File: src/rtl/plm_mep_pkg.sv
// ----------------------------------------------------------------------------
// plm_mep_pkg : shared types, constants and saturating helpers
// Q16.16-style signed words held in 32 bits; the add, subtract and clamp helpers saturate.
// ----------------------------------------------------------------------------
package plm_mep_pkg;

  typedef logic signed [31:0] q_t;

  localparam logic signed [31:0] Q_MAX = 32'sh7FFF_FFFF;
  localparam logic signed [31:0] Q_MIN = 32'sh8000_0000;

  // configuration register indexes
  localparam logic REG_TIME_STEP = 1'b0;
  localparam logic REG_ADIABATIC = 1'b1;

  localparam logic [18:0] ADIABATIC_RESET = 19'd109227;

  // divider operand widths
  localparam int NUM_W = 64;
  localparam int DEN_W = 35;

  // clamp a wide signed value to one word
  function automatic q_t sat32(input logic signed [63:0] x);
    q_t r;
    if (x > 64'(Q_MAX)) r = Q_MAX;
    else if (x < 64'(Q_MIN)) r = Q_MIN;
    else r = x[31:0];
    return r;
  endfunction

  function automatic q_t qadd(input q_t a, input q_t b);
    logic signed [32:0] s;
    s = 33'(a) + 33'(b);
    return sat32(64'(s));
  endfunction

  function automatic q_t qsub(input q_t a, input q_t b);
    logic signed [32:0] s;
    s = 33'(a) - 33'(b);
    return sat32(64'(s));
  endfunction

  // three-way minmod
  function automatic q_t lim3(input q_t a, input q_t b, input q_t c);
    q_t m;
    m = '0;
    if (a > 0 && b > 0 && c > 0) begin
      m = (a < b) ? a : b;
      m = (m < c) ? m : c;
    end else if (a < 0 && b < 0 && c < 0) begin
      m = (a > b) ? a : b;
      m = (m > c) ? m : c;
    end
    return m;
  endfunction

endpackage

File: src/rtl/plm_mep_div.sv
// ----------------------------------------------------------------------------
// plm_mep_div : iterative signed divider, one quotient bit a cycle
// Truncates toward zero, saturates to one word, gives zero for a zero divisor.
// ----------------------------------------------------------------------------
module plm_mep_div (
  input  logic                                  clk,
  input  logic                                  rst_n,
  input  logic                                  start,
  input  logic signed [plm_mep_pkg::NUM_W-1:0]  num,
  input  logic signed [plm_mep_pkg::DEN_W-1:0]  den,
  output logic                                  busy,
  output logic                                  done,
  output plm_mep_pkg::q_t                       res
);

  localparam int NW = plm_mep_pkg::NUM_W;
  localparam int DW = plm_mep_pkg::DEN_W;
  localparam int CW = $clog2(NW + 1);

  logic [NW-1:0] q_r, q_nxt;
  logic [DW-1:0] rem_r, rem_nxt;
  logic [DW-1:0] dmag_r;
  logic          neg_r, zero_r;
  logic [CW-1:0] cnt_r;
  logic          busy_r, done_r;
  logic [DW:0]   rem_sh;

  // one restoring step
  always_comb begin
    rem_sh  = {rem_r, q_r[NW-1]};
    rem_nxt = rem_sh[DW-1:0];
    q_nxt   = {q_r[NW-2:0], 1'b0};
    if (rem_sh >= {1'b0, dmag_r}) begin
      rem_nxt  = DW'(rem_sh - {1'b0, dmag_r});
      q_nxt[0] = 1'b1;
    end
  end

  always_ff @(posedge clk) begin
    if (!rst_n) begin
      busy_r <= 1'b0;
      done_r <= 1'b0;
      cnt_r  <= '0;
    end else begin
      done_r <= 1'b0;
      if (start) begin
        neg_r  <= num[NW-1] ^ den[DW-1];
        zero_r <= (den == '0);
        q_r    <= num[NW-1] ? NW'(-num) : NW'(num);
        dmag_r <= den[DW-1] ? DW'(-den) : DW'(den);
        rem_r  <= '0;
        cnt_r  <= CW'(NW);
        busy_r <= 1'b1;
      end else if (busy_r) begin
        q_r   <= q_nxt;
        rem_r <= rem_nxt;
        cnt_r <= cnt_r - 1'b1;
        if (cnt_r == CW'(1)) begin
          busy_r <= 1'b0;
          done_r <= 1'b1;
        end
      end
    end
  end

  // sign and saturate the magnitude
  always_comb begin
    if (zero_r) res = '0;
    else if (!neg_r) res = (|q_r[NW-1:31]) ? plm_mep_pkg::Q_MAX : q_r[31:0];
    else if ((|q_r[NW-1:32]) || (q_r[31] && (|q_r[30:0]))) res = plm_mep_pkg::Q_MIN;
    else res = 32'(-q_r[31:0]);
  end

  assign busy = busy_r;
  assign done = done_r;

endmodule

File: config.mk
export PLATFORM = sky130hd
export DESIGN_NAME = plm_mep_div
export DESIGN_NICKNAME = d
export VERILOG_FILES = /design/src/rtl/plm_mep_pkg.sv /design/src/rtl/plm_mep_div.sv
export SDC_FILE = /design/constraint.sdc
export NUM_CORES = 1
export LEC_CHECK = 0
export BUFFER_PORTS_ARGS = -buffer_cell sky130_fd_sc_hd__buf_2
export CAP_MARGIN = 10
export CORE_UTILIZATION = 52
export CTS_CLUSTER_DIAMETER = 200
export CTS_CLUSTER_SIZE = 40
export DETAILED_ROUTE_END_ITERATION = 12
export PLACE_DENSITY = 0.73
export SLEW_MARGIN = 20
export SYNTH_ARGS = -nofsm -noshare
export SYNTH_HDL_FRONTEND = slang
export SYNTH_SLANG_ARGS = --single-unit
File: constraint.sdc
create_clock -name clk -period 4.45 [get_ports clk]
set_input_delay 0.445 -clock clk [delete_from_list [all_inputs] [get_ports clk]]
set_output_delay 0.445 -clock clk [all_outputs]
set_load 0.01 [all_outputs]
==> results of run 1 <==
-- cells in the mapped netlist (all sizes together) (8+ instances only) --
library cell    n
nor2          174
dfxtp           9
ha             40
nor4           23
o31ai          20
a21oi         126
nand3          13
or2            11
edfxtp        136
nor3           25
nor2b           8
o22ai          12
xnor2          53
a211oi         17
or4            19
mux2i          24
nand4           8
clkbuf         53
nand2          80
inv            60
o21a            9
or3            33
xor2           77
o21ai          63
a21o           11
a31oi          11
a311oi         14
nand2b          8
o41ai          11
-- stage by stage --
step / hold slack (ps) / cell area (µm²) / std cells
2_1_floorplan: 441 / 10800 / 1213
3_3_place_gp: 470 / 11700 / 1580
3_5_place_dp: 480 / 11700 / 1580
4_1_cts: 204 / 12300 / 1615
5_1_grt: 201 / 12500 / 1624
6_report: 215 / 12500 / 1626
-- area by class of cell --
cell class | instances | area [µm²]
Clock buffer | 17 | 425
Multi-Input combinational cell | 951 | 6140
Timing Repair Buffer | 166 | 927
Clock inverter | 15 | 158
Inverter | 60 | 225
Fill cell | 1774 | 7820
Tap cell | 270 | 338
Sequential cell | 145 | 4260
Antenna cell | 2 | 5.00
-- repair_timing --
action / in CTS / in global routing
buffers inserted: 3 / 9
setup endpoints to repair: 9 / 16
gates resized for setup: 3 / 15
pin swaps: 1 / 4
-- layer usage --
| metal | GRT usage | share of wire |
|---|---|---|
| met1 | 0.351 | 0.46 |
| met2 | 0.423 | 0.47 |
| met3 | 0.0431 | 0.050 |
| met4 | 0.0880 | 0.023 |
| met5 | 0 | 0 |
-- power by group through the flow --
stage | clock (mW) | sequential [mW] | combinational, mW
after CTS | 1.46 | 1.73 | 1.09
after global placement | 0 | 1.76 | 1.05
after global routing | 1.51 | 1.75 | 1.23
after floorplan | 0 | 1.73 | 0.800
after detailed placement | 0 | 1.76 | 1.07
final | 1.44 | 1.74 | 1.10
-- worst paths after layout --
check                  from  depth (start not counted)         to  slack (ps)
setup reg to reg  rem_r[21]                         11  rem_r[13]         730
hold reg to reg    cnt_r[6]                          1       done         490
hold / removal       den[0]                          1  dmag_r[0]         210
setup / recovery     q_r[8]                         11    res[26]         120
-- cell families after synthesis --
group,count (synthesis),synth area share
fa+ha+maj,41,0.0482
buf+inv,117,0.0453
mux,30,0.0285
xor+xnor,130,0.105
simple gates,421,0.189
compound gates,329,0.189
flops,145,0.395
-- sequential cells by signal, summed over array words and instances, names as in the netlist --
name	cells
neg_r	1
q_r	64
zero_r	1
cnt_r	7
rem_r	35
busy	1
dmag_r	35
done	1
==> out/qor.yml, run 1 <==
outcome:
  status: "finished, final reports clean"
finish:
  layout_commonest_cell: "nor2_1"
  drive_above_1_share: 0.182
  fin_util: 0.615
  mostFrequentLayoutCells: "nor2_1, edfxtp_1, buf_2"
  area_growth_pct: 15.5
  final_nets: 1484
logic_synthesis:
  synthArstFlopShare: 0
  synth_top_area_frac: 0.378
  synth_ff_type: "edfxtp_1"
  syn-cell-area_um2: 10800
  synth_edf_count: 136
  ys_warn_count: 0
  postSynthCellCount: 1213
  ys_ff_latch: 145
  syn_nets: 1356
  yosysTopAreaCell: "edfxtp_1"
  syn_area_per_cell_um2: 8.90
  synthDistinctLibCells: 67
  yosysSeqAreaShare: 0.395
  synth.area.top_cells: "edfxtp_1, xor2_1, nor2_1, a21oi_1, ha_1"
power:
  p_total_mw: 4.28
  p_int_mw: 2.91
  switching_share: 0.320
  p_seq_frac: 0.406
  power_density_nw_per_um2: 343
  netSwitchingPower_mw: 1.37
  vdd_ir_drop_max_mv: 0.275
  leakage_nw: 4.90
  pwr-share-comb: 0.258
  clock_power_share: 0.336
sta:
  tns_ps: 0
  fmax_mhz: 231
  fin_crit_sh: 0.973
  slew_headroom: 0.334
  finClkSkew_ps: 10.2
  worst_slew_pin_slew_ps: 998
  setup_ws_ps: 120
  fin_crit_ps: 4330
  setup_viol: 0
  slew_violations: 0
  hold_violations: 0
global_route:
  grt_usage: 0.260
  antenna_found_initial: 2
  grt_pass1_wl_mm: 44.8
  grt_max_degree: 98
  grt_pass1_vias: 9005
  grt-ovfl-total: 0
hold_path:
  hp-class: "in -> reg"
place:
  dpl.hpwl_mm: 20.1
  routabilityCongestion: 0.933
  io_buffers: 135
  place_ws_ps: 300
cts:
  cts_tree: "done"
  path_clk_slew_ps: 70
  cts_made_buffers: 17
  cts-hold-fix-buffers: 0
  htreeDepth: 4
  clock_path_buffers: 2
  clock-sinks: 145
  clock-root-buffer: "clkbuf_16"
  clk_latency_ps: 430
route:
  drt_iter0_markers: 657
  viasPerCell: 5.94
  drc: 0
  routedWlPerCell_um: 16.8
  vias: 9656
  drt_wl_total_mm: 27.4
  postRouteAntennaNets: 0
  first_pass_iters: 5
floorplan:
  io_pins: 136
  fp.dieW_um: 146
  core_area_um2: 20300
  fp.dieH_um: 146
  core.rowCount: 52
  initial_utilization: 0.532
  die_area_um2: 21300
critical_path:
  critPathMaxStageDelay_ps: 600
  worst-path-max-fanout: 6
  critPathKind: "reg -> out"
  crit_buf_inv: 2
  slowest_stage: "or4_4"
  arrival_ps: 3890
  cpLargestDelayFamily: "simple AND/OR/NAND/NOR gates"
  end_kind: "output pin"
  startpoint_type: "flop"
  crit_chain: "or4_4, nor4_4, and4b_2, nand2_1, or3_4, or3_1, o211ai_1, nand2_2, buf_4, a311oi_2, buf_2"
  cp.required_ps: 4010
flow_run:
  maxCapViolCount: 0
No activity file was read; power rests on OpenSTA's default activity.
==> inputs of run 2 (changes only) <==
- BUFFER_PORTS_ARGS: -buffer_cell sky130_fd_sc_hd__buf_2 -> not set
- DONT_BUFFER_PORTS: not set -> 1
- PLACE_DENSITY: 0.73 -> 0.67
==> run 2 against run 1 <==
- utilization is 3.5 points lower
- clock skew down 1.6 ps
- first-iteration DRC count grew 12%
- non-clock buffer count shrank 128
- hold slack worse by 100 ps
- critical path type unchanged
==> out/qor.yml, run 2 (synthesis results as in run 1) <==
finish:
  top_register: "q_r"
  mostFrequentLayoutCells: "nor2_1, edfxtp_1, a21oi_1"
  area_growth_pct: 8.91
  final_nets: 1356
  reg_top3: "q_r (64), dmag_r (35), rem_r (35)"
  layout_commonest_cell: "nor2_1"
  fin_area_um2: 11800
  largest_register_ffs: 64
  fin_util: 0.579
  drive_above_1_share: 0.0897
  diodes: 0
sta:
  fin_crit_sh: 0.975
  slew_violations: 0
  setup_ws_ps: 111
  setup_viol: 0
  fmax_mhz: 230
  fin_crit_ps: 4340
  finClkSkew_ps: 8.67
  worst_slew_pin_slew_ps: 934
  hold_violations: 0
  slew_headroom: 0.377
  tns_ps: 0
global_route:
  grt-ovfl-total: 0
  grt_usage: 0.249
  grt_pass1_vias: 8431
  grt_pass1_wl_mm: 42.6
  grt_max_degree: 164
  antenna_found_initial: 0
floorplan:
  core_area_um2: 20300
  fp.dieW_um: 146
  fp.dieH_um: 146
  core.rowCount: 52
  die_area_um2: 21300
  initial_utilization: 0.532
  io_pins: 136
route:
  drc: 0
  drt_iter0_markers: 738
  routedWlPerCell_um: 17.4
  drt_wl_total_mm: 26.0
  vias: 9034
  postRouteAntennaNets: 0
  first_pass_iters: 5
  viasPerCell: 6.04
power:
  netSwitchingPower_mw: 1.24
  vdd_ir_drop_max_mv: 0.288
  p_total_mw: 4.08
  leakage_nw: 4.33
  p_seq_frac: 0.425
  power_density_nw_per_um2: 347
  pwr-share-comb: 0.237
  p_int_mw: 2.84
  clock_power_share: 0.338
  switching_share: 0.304
cts:
  cts_made_buffers: 17
  clock_path_buffers: 2
  clk_latency_ps: 430
  clock-sinks: 145
  htreeDepth: 4
  clock-root-buffer: "clkbuf_16"
  path_clk_slew_ps: 70
  cts_tree: "done"
  cts-hold-fix-buffers: 0
outcome:
  status: "finished, final reports clean"
flow_run:
  maxCapViolCount: 0
critical_path:
  startpoint_type: "flop"
  crit_chain: "or4_4, nor4_4, and4b_2, nand2_1, or3_1, or3_1, o211ai_1, nand2_2, buf_4, a311oi_2, buf_4"
  worst-path-max-fanout: 12
  critPathMaxStageDelay_ps: 610
  critPathKind: "reg -> out"
  slowest_stage: "or4_4"
  arrival_ps: 3890
  end_kind: "output pin"
  cp.required_ps: 4010
place:
  io_buffers: 0
  dpl.hpwl_mm: 18.9
  routabilityCongestion: 0.890
  placed_cell_area_um2: 11200
  place_ws_ps: 333
hold_path:
  hp-class: "in -> reg"
run 2: power by group through the flow:
| stage | Combinational, mW | Sequential, mW | Clock [mW] |
|---|---|---|---|
| 2_1_floorplan | 0.800 | 1.73 | 0 |
| 3_3_place_gp | 0.945 | 1.76 | 0 |
| 3_5_place_dp | 0.956 | 1.76 | 0 |
| 4_1_cts | 0.965 | 1.73 | 1.40 |
| 5_1_grt | 1.09 | 1.75 | 1.45 |
| 6_report | 0.969 | 1.73 | 1.38 |
run 2: routing by layer:
metal  up-vias  GRT usage  share of wire
met1      4288      0.355           0.48
li1       4465          -              -
met2       246      0.384           0.45
met3        35     0.0388          0.048
met5         -          0              0
met4         0     0.0880          0.022
run 2: layout make-up:
type,count,area [µm²]
Timing Repair Buffer,38,285
Fill cell,1846,8540
Tap cell,270,338
Clock buffer,17,425
Multi-Input combinational cell,951,6090
Inverter,60,225
Clock inverter,15,133
Sequential cell,145,4260
run 2: final timing paths:
kind,slack [ps],depth (start not counted),to,startpoint
max reg2reg,800,11,rem_r[3],rem_r[21]
min,110,0,dmag_r[0],den[0]
max,110,11,res[28],q_r[9]
min reg2reg,470,1,done,cnt_r[6]
run 2: per-stage QoR:
step                hold WS, ps  cells
floorplan                   441   1213
global placement            468   1461
detailed placement          459   1461
CTS                         101   1493
global route                100   1496
finish                      115   1496
run 2: worst max-delay path: cells and delay by family, from the launching register on:
kind / cells / cell delay [ps]
AO/OA/AOI/OAI: 2 / 490
AND/OR/NAND/NOR: 7 / 2120
buffers and inverters: 2 / 380
flip-flops: 1 / 450
run 2: repair_timing:
item                       4_1_cts  5_1_grt
resized for setup                4        3
buffers inserted                 0        3
setup endpoints to repair        4       17
